--- config.mk ---
export PLATFORM = sky130hd
export DESIGN_NAME = nearest_neighbor_tour
export DESIGN_NICKNAME = d
export VERILOG_FILES = /design/src/rtl/nnt_pkg.sv /design/src/rtl/nnt_ram.sv /design/src/rtl/nearest_neighbor_tour.sv
export SDC_FILE = /design/constraint.sdc
export NUM_CORES = 2
export LEC_CHECK = 0
export BUFFER_PORTS_ARGS = -buffer_cell sky130_fd_sc_hd__clkbuf_2
export CORE_UTILIZATION = 35
export CTS_CLUSTER_SIZE = 30
export DETAILED_ROUTE_END_ITERATION = 6
export HOLD_SLACK_MARGIN = 0.02
export PLACE_DENSITY_LB_ADDON = 0.05
export SETUP_SLACK_MARGIN = 0.4
export SLEW_MARGIN = 20
export SYNTH_ARGS = -nofsm -noshare
export SYNTH_HDL_FRONTEND = slang
export SYNTH_SLANG_ARGS = --single-unit
export TNS_END_PERCENT = 50
--- constraint.sdc ---
create_clock -name clk_i -period 16.22 [get_ports clk_i]
set_input_delay 1.622 -clock clk_i [delete_from_list [all_inputs] [get_ports clk_i]]
set_output_delay 1.622 -clock clk_i [all_outputs]
set_load 0.01 [all_outputs]
--- src/rtl/nnt_pkg.sv ---
`default_nettype none
package nnt_pkg;

  localparam int unsigned CmdW   = 2;
  localparam int unsigned CoordW = 16;
  localparam int unsigned IdxW   = 6;
  localparam int unsigned LenW   = 23;

  localparam logic [CmdW-1:0] CMD_CLEAR  = 2'd0;
  localparam logic [CmdW-1:0] CMD_APPEND = 2'd1;
  localparam logic [CmdW-1:0] CMD_RUN    = 2'd2;

  typedef struct packed {
    logic [CmdW-1:0]   cmd;
    logic [CoordW-1:0] coord_x;
    logic [CoordW-1:0] coord_y;
    logic [IdxW-1:0]   start_city;
  } nnt_in_t;

  typedef struct packed {
    logic [IdxW-1:0] city_index;
    logic [LenW-1:0] tour_length;
    logic            last;
    logic            empty_res;
  } nnt_out_t;

endpackage
`default_nettype wire

--- src/rtl/nnt_ram.sv ---
`default_nettype none
module nnt_ram #(
  parameter int unsigned Width = 32,
  parameter int unsigned Depth = 64
) (
  input  wire logic                     clk_i,
  input  wire logic                     we_i,
  input  wire logic [$clog2(Depth)-1:0] waddr_i,
  input  wire logic [Width-1:0]         wdata_i,
  input  wire logic [$clog2(Depth)-1:0] raddr_i,
  output logic      [Width-1:0]         rdata_o
);

  logic [Width-1:0] mem_q [Depth];

  always_ff @(posedge clk_i) begin
    if (we_i) begin
      mem_q[waddr_i] <= wdata_i;
    end
    rdata_o <= mem_q[raddr_i];
  end

endmodule
`default_nettype wire

--- src/rtl/nearest_neighbor_tour.sv ---
`default_nettype none
// Greedy nearest-neighbor round trip over up to MAX_CITIES stored cities.
// A transaction is accepted at a rising edge where start is high and busy is
// low. Its command selects clear, append or run. Clear, append and unknown
// commands complete at the accepting edge; busy stays low and no result is
// given. A run starts at the given city, clamped to the last loaded city, and
// emits one result per city in tour order, each shown for one cycle with
// valid_o high. The last one carries last and the total round-trip length
// including the closing edge. A run with no cities gives one result with
// empty_res set, in the cycle after acceptance.
// Coordinates live in one synchronous RAM. Each distance takes one read, an
// absolute difference, the squares of both differences and a COORD_BITS+1
// step square root. Each hop scans every stored city, skips visited ones and
// keeps the nearest. The first result is registered once the current city's
// coordinates are read in S_CUR and S_CURW, and busy goes low in the cycle after
// the last result. The receiver cannot stall results. Reset clears the city
// count and the control state; stored coordinates are undefined until written.
module nearest_neighbor_tour #(
  parameter int unsigned MAX_CITIES = 64,
  parameter int unsigned COORD_BITS = 16
) (
  input  wire logic             clk_i,
  input  wire logic             rst_ni,
  input  wire logic             start,
  input  wire nnt_pkg::nnt_in_t in_i,
  output logic                  busy,
  output logic                  valid_o,
  output nnt_pkg::nnt_out_t     out_o
);
  import nnt_pkg::*;

  localparam int unsigned AW   = $clog2(MAX_CITIES);
  localparam int unsigned CntW = $clog2(MAX_CITIES + 1);
  localparam int unsigned RtW  = COORD_BITS + 1;
  localparam int unsigned SqW  = 2 * RtW;
  localparam int unsigned PW   = 2 * COORD_BITS;
  localparam int unsigned StW  = $clog2(RtW + 1);
  localparam int unsigned SumW = ((LenW > RtW) ? LenW : RtW) + 1;
  localparam logic [LenW-1:0] LenMax = {LenW{1'b1}};

  typedef enum logic [3:0] {
    S_IDLE, S_CUR, S_CURW, S_SCAN, S_DIFF, S_SQX, S_SQY, S_ROOT, S_CMP, S_HOPEND, S_DONE
  } state_e;

  state_e                state_q;
  logic [CntW-1:0]       count_q;
  logic [MAX_CITIES-1:0] visited_q;
  logic [AW-1:0]         cur_q, start_q, scan_q, best_q;
  logic [CntW-1:0]       hop_q;
  logic                  closing_q;
  logic [RtW-1:0]        best_d_q;
  logic [LenW-1:0]       len_q;
  logic [COORD_BITS-1:0] cx_q, cy_q, dx_q, dy_q;
  logic [SqW-1:0]        sq_q, rem_q;
  logic [RtW-1:0]        root_q;
  logic [StW-1:0]        step_q;
  logic                  valid_q;
  logic                  busy_q;
  nnt_out_t              res_q;

  logic                    we;
  logic [AW-1:0]           waddr, raddr;
  logic [2*COORD_BITS-1:0] wdata, rdata;
  logic [COORD_BITS-1:0]   rx, ry;

  assign rx = rdata[2*COORD_BITS-1:COORD_BITS];
  assign ry = rdata[COORD_BITS-1:0];
  assign we = start && !busy_q && in_i.cmd == CMD_APPEND && count_q < CntW'(MAX_CITIES);
  assign waddr = count_q[AW-1:0];
  assign wdata = {COORD_BITS'(in_i.coord_x), COORD_BITS'(in_i.coord_y)};

  nnt_ram #(.Width(2 * COORD_BITS), .Depth(MAX_CITIES)) u_ram (
    .clk_i   (clk_i),
    .we_i    (we),
    .waddr_i (waddr),
    .wdata_i (wdata),
    .raddr_i (raddr),
    .rdata_o (rdata)
  );

  always_comb begin
    raddr = scan_q;
    if (state_q == S_CUR) begin
      raddr = cur_q;
    end
  end

  // Restoring square root, one result bit per cycle.
  logic [SqW-1:0] trial, rem_sh;
  always_comb begin
    rem_sh = {rem_q[SqW-3:0], sq_q[SqW-1:SqW-2]};
    trial  = SqW'({root_q, 2'b01});
  end

  logic [COORD_BITS-1:0] ddx, ddy;
  assign ddx = cx_q > rx ? cx_q - rx : rx - cx_q;
  assign ddy = cy_q > ry ? cy_q - ry : ry - cy_q;

  logic [COORD_BITS-1:0] mul_a;
  logic [PW-1:0]         prod;
  assign mul_a = (state_q == S_SQX) ? dx_q : dy_q;
  assign prod  = PW'(mul_a) * PW'(mul_a);

  logic [RtW-1:0]  hop_dist, add_val;
  logic [SumW-1:0] len_sum;
  logic [LenW-1:0] len_sat;
  assign hop_dist = (rem_q > SqW'(root_q)) ? root_q + RtW'(1) : root_q;
  assign add_val  = (state_q == S_CMP) ? hop_dist : best_d_q;
  assign len_sum  = SumW'(len_q) + SumW'(add_val);
  assign len_sat  = (len_sum > SumW'(LenMax)) ? LenMax : len_sum[LenW-1:0];

  logic            start_ge;
  logic [CntW-1:0] count_m1;
  logic [AW-1:0]   st_clamp;
  assign start_ge = (IdxW+1)'(in_i.start_city) >= (IdxW+1)'(count_q);
  assign count_m1 = count_q - CntW'(1);
  assign st_clamp = start_ge ? count_m1[AW-1:0] : in_i.start_city[AW-1:0];

  always_ff @(posedge clk_i or negedge rst_ni) begin
    if (!rst_ni) begin
      state_q   <= S_IDLE;
      count_q   <= '0;
      visited_q <= '0;
      cur_q     <= '0;
      start_q   <= '0;
      scan_q    <= '0;
      best_q    <= '0;
      hop_q     <= '0;
      closing_q <= 1'b0;
      best_d_q  <= '0;
      len_q     <= '0;
      cx_q      <= '0;
      cy_q      <= '0;
      dx_q      <= '0;
      dy_q      <= '0;
      sq_q      <= '0;
      rem_q     <= '0;
      root_q    <= '0;
      step_q    <= '0;
      valid_q   <= 1'b0;
      busy_q    <= 1'b0;
      res_q     <= '0;
    end else begin
      valid_q <= 1'b0;
      case (state_q)
        S_IDLE: begin
          if (start && !busy_q) begin
            if (in_i.cmd == CMD_CLEAR) begin
              count_q   <= '0;
              visited_q <= '0;
            end else if (we) begin
              count_q <= count_q + CntW'(1);
            end else if (in_i.cmd == CMD_RUN) begin
              busy_q <= 1'b1;
              if (count_q == '0) begin
                res_q   <= '{city_index: '0, tour_length: '0, last: 1'b1, empty_res: 1'b1};
                valid_q <= 1'b1;
                state_q <= S_DONE;
              end else begin
                cur_q     <= st_clamp;
                start_q   <= st_clamp;
                visited_q <= '0;
                visited_q[st_clamp] <= 1'b1;
                len_q     <= '0;
                hop_q     <= CntW'(1);
                closing_q <= 1'b0;
                state_q   <= S_CUR;
              end
            end
          end
        end
        S_CUR: state_q <= S_CURW;
        S_CURW: begin
          cx_q     <= rx;
          cy_q     <= ry;
          best_d_q <= '1;
          best_q   <= cur_q;
          if (hop_q >= count_q) begin
            closing_q <= 1'b1;
            scan_q    <= start_q;
          end else begin
            res_q   <= '{city_index: IdxW'(cur_q), tour_length: '0, last: 1'b0, empty_res: 1'b0};
            valid_q <= 1'b1;
            scan_q  <= '0;
          end
          state_q <= S_SCAN;
        end
        S_SCAN: begin
          if (!closing_q && visited_q[scan_q]) begin
            if (CntW'(scan_q) + CntW'(1) >= count_q) begin
              state_q <= S_HOPEND;
            end else begin
              scan_q <= scan_q + AW'(1);
            end
          end else begin
            state_q <= S_DIFF;
          end
        end
        S_DIFF: begin
          dx_q    <= ddx;
          dy_q    <= ddy;
          state_q <= S_SQX;
        end
        S_SQX: begin
          sq_q    <= SqW'(prod);
          state_q <= S_SQY;
        end
        S_SQY: begin
          sq_q    <= sq_q + SqW'(prod);
          step_q  <= '0;
          rem_q   <= '0;
          root_q  <= '0;
          state_q <= S_ROOT;
        end
        S_ROOT: begin
          if (rem_sh >= trial) begin
            rem_q  <= rem_sh - trial;
            root_q <= {root_q[RtW-2:0], 1'b1};
          end else begin
            rem_q  <= rem_sh;
            root_q <= {root_q[RtW-2:0], 1'b0};
          end
          sq_q   <= {sq_q[SqW-3:0], 2'b00};
          step_q <= step_q + StW'(1);
          if (step_q == StW'(RtW - 1)) begin
            state_q <= S_CMP;
          end
        end
        S_CMP: begin
          if (closing_q) begin
            len_q   <= len_sat;
            res_q   <= '{city_index: IdxW'(cur_q), tour_length: len_sat, last: 1'b1,
                         empty_res: 1'b0};
            valid_q <= 1'b1;
            state_q <= S_DONE;
          end else begin
            if (hop_dist < best_d_q) begin
              best_d_q <= hop_dist;
              best_q   <= scan_q;
            end
            if (CntW'(scan_q) + CntW'(1) >= count_q) begin
              state_q <= S_HOPEND;
            end else begin
              scan_q  <= scan_q + AW'(1);
              state_q <= S_SCAN;
            end
          end
        end
        S_HOPEND: begin
          visited_q[best_q] <= 1'b1;
          len_q   <= len_sat;
          cur_q   <= best_q;
          hop_q   <= hop_q + CntW'(1);
          state_q <= S_CUR;
        end
        S_DONE: begin
          busy_q  <= 1'b0;
          state_q <= S_IDLE;
        end
        default: state_q <= S_IDLE;
      endcase
    end
  end

  assign busy    = busy_q;
  assign valid_o = valid_q;
  assign out_o   = res_q;

`ifndef SYNTHESIS
  a_valid_busy: assert property (@(posedge clk_i) disable iff (!rst_ni) valid_o |-> busy);
  a_valid_gap: assert property (@(posedge clk_i) disable iff (!rst_ni) valid_o |=> !valid_o);
  a_empty_last: assert property (@(posedge clk_i) disable iff (!rst_ni)
    valid_o && out_o.empty_res |-> out_o.last);
  a_count_max: assert property (@(posedge clk_i) disable iff (!rst_ni)
    count_q <= CntW'(MAX_CITIES));
`endif

endmodule
`default_nettype wire

---- Word-level counts from Yosys, hierarchy flattened ----
Memory sizes are Yosys's and may differ from the RTL's. A register that Yosys moved wholly into a read port is not among the register bits.
Index checks and enable logic that the tools add are counted.
storage, ports and cells
  register bits after elaboration ......... 334
  memory bits (writable) .................. 2048
  input bits .............................. 43
  output and inout bits ................... 33
  word-level logic and storage cells ...... 221
  memories kept ........................... 1
cells by class
  $add $sub $neg .......................... 14
  multiply operators ...................... 1
  order comparisons ....................... 15
  equality and inequality tests ........... 30
  mux-type cells .......................... 99
  bitwise gates (word level) .............. 4
  reduce and logical (&&, ||, !) cells .... 32
memory list
  memory       words  bits a word  read ports  clocked after memory_dff  write ports  line           RTL
  u_ram.mem_q  64     32           1           1                         1            nnt_ram.sv:14  logic [Width-1:0] mem_q [Depth];
operator list
  operator                          count
  2-to-1 mux 64 bit                 5
  2-to-1 mux 31 bit                 7
  2-to-1 mux 23 bit                 7
  case mux 64 bit (2 select lines)  1
  case mux 34 bit (3 select lines)  1
  case mux 31 bit (3 select lines)  1
  2-to-1 mux 6 bit                  13
  case mux 23 bit (3 select lines)  1
  2-to-1 mux 17 bit                 4
  case mux 17 bit (2 select lines)  2
  case mux 34 bit (2 select lines)  1
  OR 64 bit                         1
  subtractor 16 bit                 4
  2-to-1 mux 7 bit                  7
  2-to-1 mux 16 bit                 3
  2-to-1 mux 4 bit                  10
  case mux 4 bit (10 select lines)  1
  adder 34 x 32 -> 34 bit           1
  >= comparator 34 x 19 -> 1 bit    1
  > comparator 34 x 17 -> 1 bit     1
  2-to-1 mux 34 bit                 1
  subtractor 34 x 19 -> 34 bit      1
  > comparator 16 bit               2
  multiplier 16 x 16 -> 32 bit      1
  46 further kinds                  118

---- Logic depth before layout (Yosys ltp) ----
  depth in word-level cells ............... 12
  gate-level depth with buffers ........... 42
  mapped depth without buffers ............ 38

---- By module ----
A second synthesis with hierarchy kept.
second synthesis, totals
  cells, all modules ...................... 7101
  area total of the unflattened synthesis .. 109836.6 sq um
modules (own cells, without submodules)
  module                 instances  cells each  area each (sq um)  sequential area each (sq um)
  nnt_ram                1          3511        79039.6            62139.6
  nearest_neighbor_tour  1          3590        30797.0            8358.0

---- Worst setup path after synthesis ----
No wires, ideal clock.
  path kind ............................... flip-flop to flip-flop
  from .................................... reg state_q[3]
  to ...................................... reg sq_q[32]
  library setup time ...................... 147 ps
  arrival time ............................ 9047 ps
  required time ........................... 16073 ps
  slack ................................... 7027 ps
  stages on the path, launching flop included .. 40
  path buffers ............................ 3
  clock period less this slack ............ 9193 ps
  cell sequence ........................... dfrtp_1 clkbuf_1 nand2b_1 nor2_1 clkbuf_1 mux2i_1 clkinv_1 nand2_1 fa_1 fa_1 inv_1 ha_1 inv_1 fa_1 inv_1 fa_1 inv_1 fa_1 (+4 left out) a21boi_0 o21ai_0 a21boi_0 o21ai_0 and3_1 nor2_1 ha_1 clkbuf_1 a21o_1 a21o_1 a21oi_1 o21ai_0 a211oi_1 or3_1 a21oi_1 o31ai_1 o211ai_1 o311ai_0
between the ends
  word-level cells in the longest chain between the ends .. 5
ends and longest elaborated chain
  what                              line                                                        RTL
  start, declared                   nearest_neighbor_tour.sv:45                                 state_e state_q;
  start signal, assigned            nearest_neighbor_tour.sv:121                                state_q <= S_IDLE;
  start signal, assigned            nearest_neighbor_tour.sv:158                                state_q <= S_DONE;
  start signal, assigned            nearest_neighbor_tour.sv:167                                state_q <= S_CUR;
  equality test 4 x 3 -> 1 bit      nearest_neighbor_tour.sv:101, nearest_neighbor_tour.sv:145
  2-to-1 mux 16 bit                 nearest_neighbor_tour.sv:101                                assign mul_a = (state_q == S_SQX) ? dx_q : dy_q;
  multiplier 16 x 16 -> 32 bit      nearest_neighbor_tour.sv:102                                assign prod = PW'(mul_a) * PW'(mul_a);
  adder 34 x 32 -> 34 bit           nearest_neighbor_tour.sv:209                                sq_q <= sq_q + SqW'(prod);
  case mux 34 bit (3 select lines)  nearest_neighbor_tour.sv:145                                case (state_q)
  end signal, assigned              nearest_neighbor_tour.sv:205                                sq_q <= SqW'(prod);
  end signal, assigned              nearest_neighbor_tour.sv:209
  end signal, assigned              nearest_neighbor_tour.sv:223                                sq_q <= {sq_q[SqW-3:0], 2'b00};
  end, declared                     nearest_neighbor_tour.sv:54                                 logic [SqW-1:0] sq_q, rem_q;
Parallel ways exist; a longest one is shown, timed or not.
A chain may end at the register's enable or synchronous reset.

---- Final worst setup path ----
  from .................................... reg state_q[2]
  to ...................................... reg sq_q[33]
The elaborated chain is that of the path after synthesis.

==> results_tabular.tex <==
\begin{tabular}{lr}
\hline
Metric & Value \\
\hline
\multicolumn{2}{l}{\textbf{Run status}} \\
Status & finished clean \\
\multicolumn{2}{l}{\textbf{Route}} \\
Routed len/inst & 27.8 µm \\
Antenna Nets Post-Route & 0 \\
Via count & 61800 \\
Drt first-iter violations & 5395 \\
Final WL & 321000 µm \\
Remaining DRCs & 0 \\
First-pass iteration count of the detailed router & 7 \\
Average vias per placed instance & 5.36 \\
\multicolumn{2}{l}{\textbf{CTS}} \\
Clock-pin slew reported for the worst setup and hold paths after clock tree synthesis & 0.06 ns \\
TritonCTS clock tree & built \\
Latest clock arrival within the worst-skew pair & 0.88 ns \\
Cell at the root of the clock tree & sky130\_fd\_sc\_hd\_\_clkbuf\_16 \\
Hold Buf Count CTS & 0 \\
Number of H-tree levels & 5 \\
Maximum buffer depth of the clock tree & 4 \\
CTS Buf Count & 284 \\
Number of sinks handled by clock tree synthesis & 2414 \\
Buffer count from post-CTS setup fixing & 0 \\
Cts repair resizes & 0 \\
\multicolumn{2}{l}{\textbf{Synthesis}} \\
Post-synthesis cell type with the largest combined area & sky130\_fd\_sc\_hd\_\_edfxtp\_1 \\
Fraction of registers with async set/reset & 13.8\% \\
Synth top area share & 56.2\% \\
Synthesized instance count & 6981 \\
Distinct cell type count of the synthesized netlist & 94 \\
Yosys warnings & 0 \\
Top area cells in the synthesized netlist & sky130\_fd\_sc\_hd\_\_edfxtp\_1, sky130\_fd\_sc\_hd\_\_mux4\_2, sky130\_fd\_sc\_hd\_\_dfrtp\_1 \\
Synthesized area & 109000 µm² \\
Number of enable-type register cells in the synthesized netlist & 2048 \\
Part of the Yosys area used for sequential elements & 64.5\% \\
Post-Syn Nets & 7463 \\
Average size of a mapped cell & 15.7 µm² \\
Most instantiated library cell after synthesis & sky130\_fd\_sc\_hd\_\_edfxtp\_1 \\
Total of flip-flops plus latches after synthesis & 2414 \\
Ys flop type & sky130\_fd\_sc\_hd\_\_edfxtp\_1 \\
Top post-synthesis cells by count & sky130\_fd\_sc\_hd\_\_edfxtp\_1, sky130\_fd\_sc\_hd\_\_mux4\_2, sky130\_fd\_sc\_hd\_\_nand2\_1, sky130\_fd\_sc\_hd\_\_inv\_1, sky130\_fd\_sc\_hd\_\_nor2\_1 \\
\multicolumn{2}{l}{\textbf{Worst setup path}} \\
Library cell appearing most often on the critical path & sky130\_fd\_sc\_hd\_\_inv\_1 \\
Reg2Reg Capture Point & sq\_q[33]\$\_DFFE\_PN0P\_ \\
Critical-path maximum fanout & 24 \\
Startpoint kind of the worst setup timing path & flip-flop \\
Worst path required time & 16.98 ns \\
Slowest cell on the critical path & sky130\_fd\_sc\_hd\_\_mux2i\_1 \\
Peak per-stage delay on the critical path & 0.79 ns \\
Arrival time at the worst endpoint & 11.74 ns \\
Worst R2R Setup Slack & 5.24 ns \\
Launch point of the worst reg-to-reg path & state\_q[2]\$\_DFFE\_PN0P\_ \\
Logic depth of the worst register-to-register path & 35 \\
Crit end category & flip-flop \\
Worst setup path class & flip-flop to flip-flop \\
\multicolumn{2}{l}{\textbf{Worst hold path}} \\
Cell depth of the worst min-delay path & 2 \\
Endpoint of the worst hold path & cx\_q[3]\$\_DFFE\_PN0P\_ \\
Class of the worst hold path & flip-flop to flip-flop \\
Launch point of the worst hold path & u\_ram.rdata\_o[19]\$\_DFF\_P\_ \\
\multicolumn{2}{l}{\textbf{STA}} \\
Final setup slack of the worst path & 5.24 ns \\
Total negative slack for setup checks & 0 ns \\
Slew at the pin closest to its max-slew limit & 1.16 ns \\
Fin. Hold Viols & 0 \\
Worst rel slew slack & 22.4\% \\
Final setup violation count & 0 \\
Unrepaired setup endpoints after global routing & false \\
Shortest period the worst path allows & 10.98 ns \\
Share of the cycle needed by the critical path after routing & 67.7\% \\
Skew final & 0.0380 ns \\
Pins over their slew limit & 0 \\
Maximum clock frequency & 91.0 MHz \\
\multicolumn{2}{l}{\textbf{Die}} \\
Number of top-level pins & 76 \\
Area of the die & 315000 µm² \\
Die height & 561 µm \\
Starting density of the core & 35.3\% \\
Placeable core region & 310000 µm² \\
Die Width & 561 µm \\
Row count & 204 \\
\multicolumn{2}{l}{\textbf{Run}} \\
Max cap viols & 0 \\
\multicolumn{2}{l}{\textbf{Final layout}} \\
Register area & 70500 µm² \\
Multi-input gate area in the final layout & 36600 µm² \\
Final net count & 7672 \\
Synthesis-to-finish area growth & 13.8\% \\
Final Non-Filler Cells & 11500 \\
Share of post-route cells with drive strength above 1 & 17.3\% \\
Layout filler cell count & 28500 \\
\multicolumn{2}{l}{\textbf{Global routing}} \\
Antenna violations before repair & 30 \\
Tot GR Track Use & 20.1\% \\
First-pass GRT wire length & 461000 µm \\
Via count of the first global-routing pass & 63800 \\
Maximum number of pins on one net before global-route repair & 115 \\
Congestion Overflow GR & 0 \\
\multicolumn{2}{l}{\textbf{Place}} \\
Final RePlAce weighted congestion & 0.848 \\
Number of instances in the placed design & 11000 \\
Number of port buffers & 75 \\
Worst slack at placement & 5.26 ns \\
HPWL Detailed & 190000 µm \\
\hline
\end{tabular}
## state kept, by name (all words and copies together), names as in the netlist, 7 cells and up
register,cells
dy_q,16
cx_q,16
visited_q,64
best_d_q,17
u_ram.rdata_o,32
u_ram.mem_q,2048
cy_q,16
rem_q,34
out_o,31
count_q,7
len_q,23
dx_q,16
sq_q,34
hop_q,7
root_q,17
## metrics by stage
stage          utilization (%)  instance area, µm²  hold slack, ns
6_report                  40.2              124000           0.479
5_1_grt                   40.1              124000           0.494
4_1_cts                   40.1              124000           0.480
3_5_place_dp              37.3              116000           0.467
3_3_place_gp              37.3              116000           0.460
2_1_floorplan                -              109000           0.438
## worst max-delay path by stage
stage,slack [ns],depth (start not counted),end,start
floorplan,7.03,39,sq_q[32]$_DFFE_PN0P_,state_q[3]$_DFFE_PN0P_
global placement,5.34,35,sq_q[33]$_DFFE_PN0P_,state_q[2]$_DFFE_PN0P_
detailed placement,5.26,35,sq_q[33]$_DFFE_PN0P_,state_q[2]$_DFFE_PN0P_
CTS,5.21,35,sq_q[33]$_DFFE_PN0P_,state_q[2]$_DFFE_PN0P_
global route,4.47,35,sq_q[33]$_DFFE_PN0P_,state_q[2]$_DFFE_PN0P_
finish,5.24,35,sq_q[33]$_DFFE_PN0P_,state_q[2]$_DFFE_PN0P_
## routing by layer
layer / GRT usage, % / routed length (µm) / part of all wire (%) / vias to the layer above
met2: 32.0 / 148000 / 46 / 1328
met3: 2.85 / 14700 / 4.6 / 398
li1: - / - / - / 27500
met5: 0 / 58 / 0.018 / -
met1: 29.2 / 151000 / 47 / 32600
met4: 4.73 / 6970 / 2.2 / 8
## logic make-up (layout without fill, tap and decap cells)
kind of cell	count (synthesis)	count (layout)	synth area share [%]
buffers and inverters	724	1142	2.63
xor gates and xnor gates	159	159	1.27
adders and majority gates	440	440	6.16
AOI/OAI and AO/OA	1239	1239	7.29
and+or+nand+nor	1289	1289	5.52
other	0	18	0
DFF	2414	2414	64.5
muxes	716	716	12.7
## placed cells by master, fill, tap and decap left out, types with 171 or more instances in the layout
| cell | synthesis | final |
|---|---|---|
| sky130_fd_sc_hd__nand2_1 | 441 | 438 |
| sky130_fd_sc_hd__o21ai_0 | 255 | 255 |
| sky130_fd_sc_hd__a21oi_1 | 330 | 327 |
| sky130_fd_sc_hd__ha_1 | 275 | 275 |
| sky130_fd_sc_hd__dfrtp_1 | 334 | 334 |
| sky130_fd_sc_hd__mux2i_1 | 173 | 171 |
| sky130_fd_sc_hd__nor2_1 | 348 | 281 |
| sky130_fd_sc_hd__buf_4 | 14 | 182 |
| sky130_fd_sc_hd__inv_1 | 367 | 367 |
| sky130_fd_sc_hd__edfxtp_1 | 2048 | 2048 |
| sky130_fd_sc_hd__clkbuf_16 | 0 | 298 |
| sky130_fd_sc_hd__mux4_2 | 533 | 533 |
## worst max-delay path, delay by kind of cell, from the launching register on
kind,cells,cell delay (ns)
XOR/XNOR,1,0.18
flip-flops,1,0.54
AO/OA/AOI/OAI,8,2.49
multiplexers,1,0.79
AND/OR/NAND/NOR,7,1.59
buffers and inverters,10,1.47
adder cells (fa/ha/maj),8,3.78
## layout make-up
class,count,area share [%]
Sequential cell,2414,56.7
Antenna cell,18,0.0362
Tap cell,4120,4.14
Clock inverter,113,0.680
Inverter,380,1.15
Clock buffer,382,6.34
Timing Repair Buffer,267,1.57
Multi-Input combinational cell,3843,29.4
Power is not shown: default switching activity piles up to over one toggle a cycle in this logic, so the estimate is an artifact.
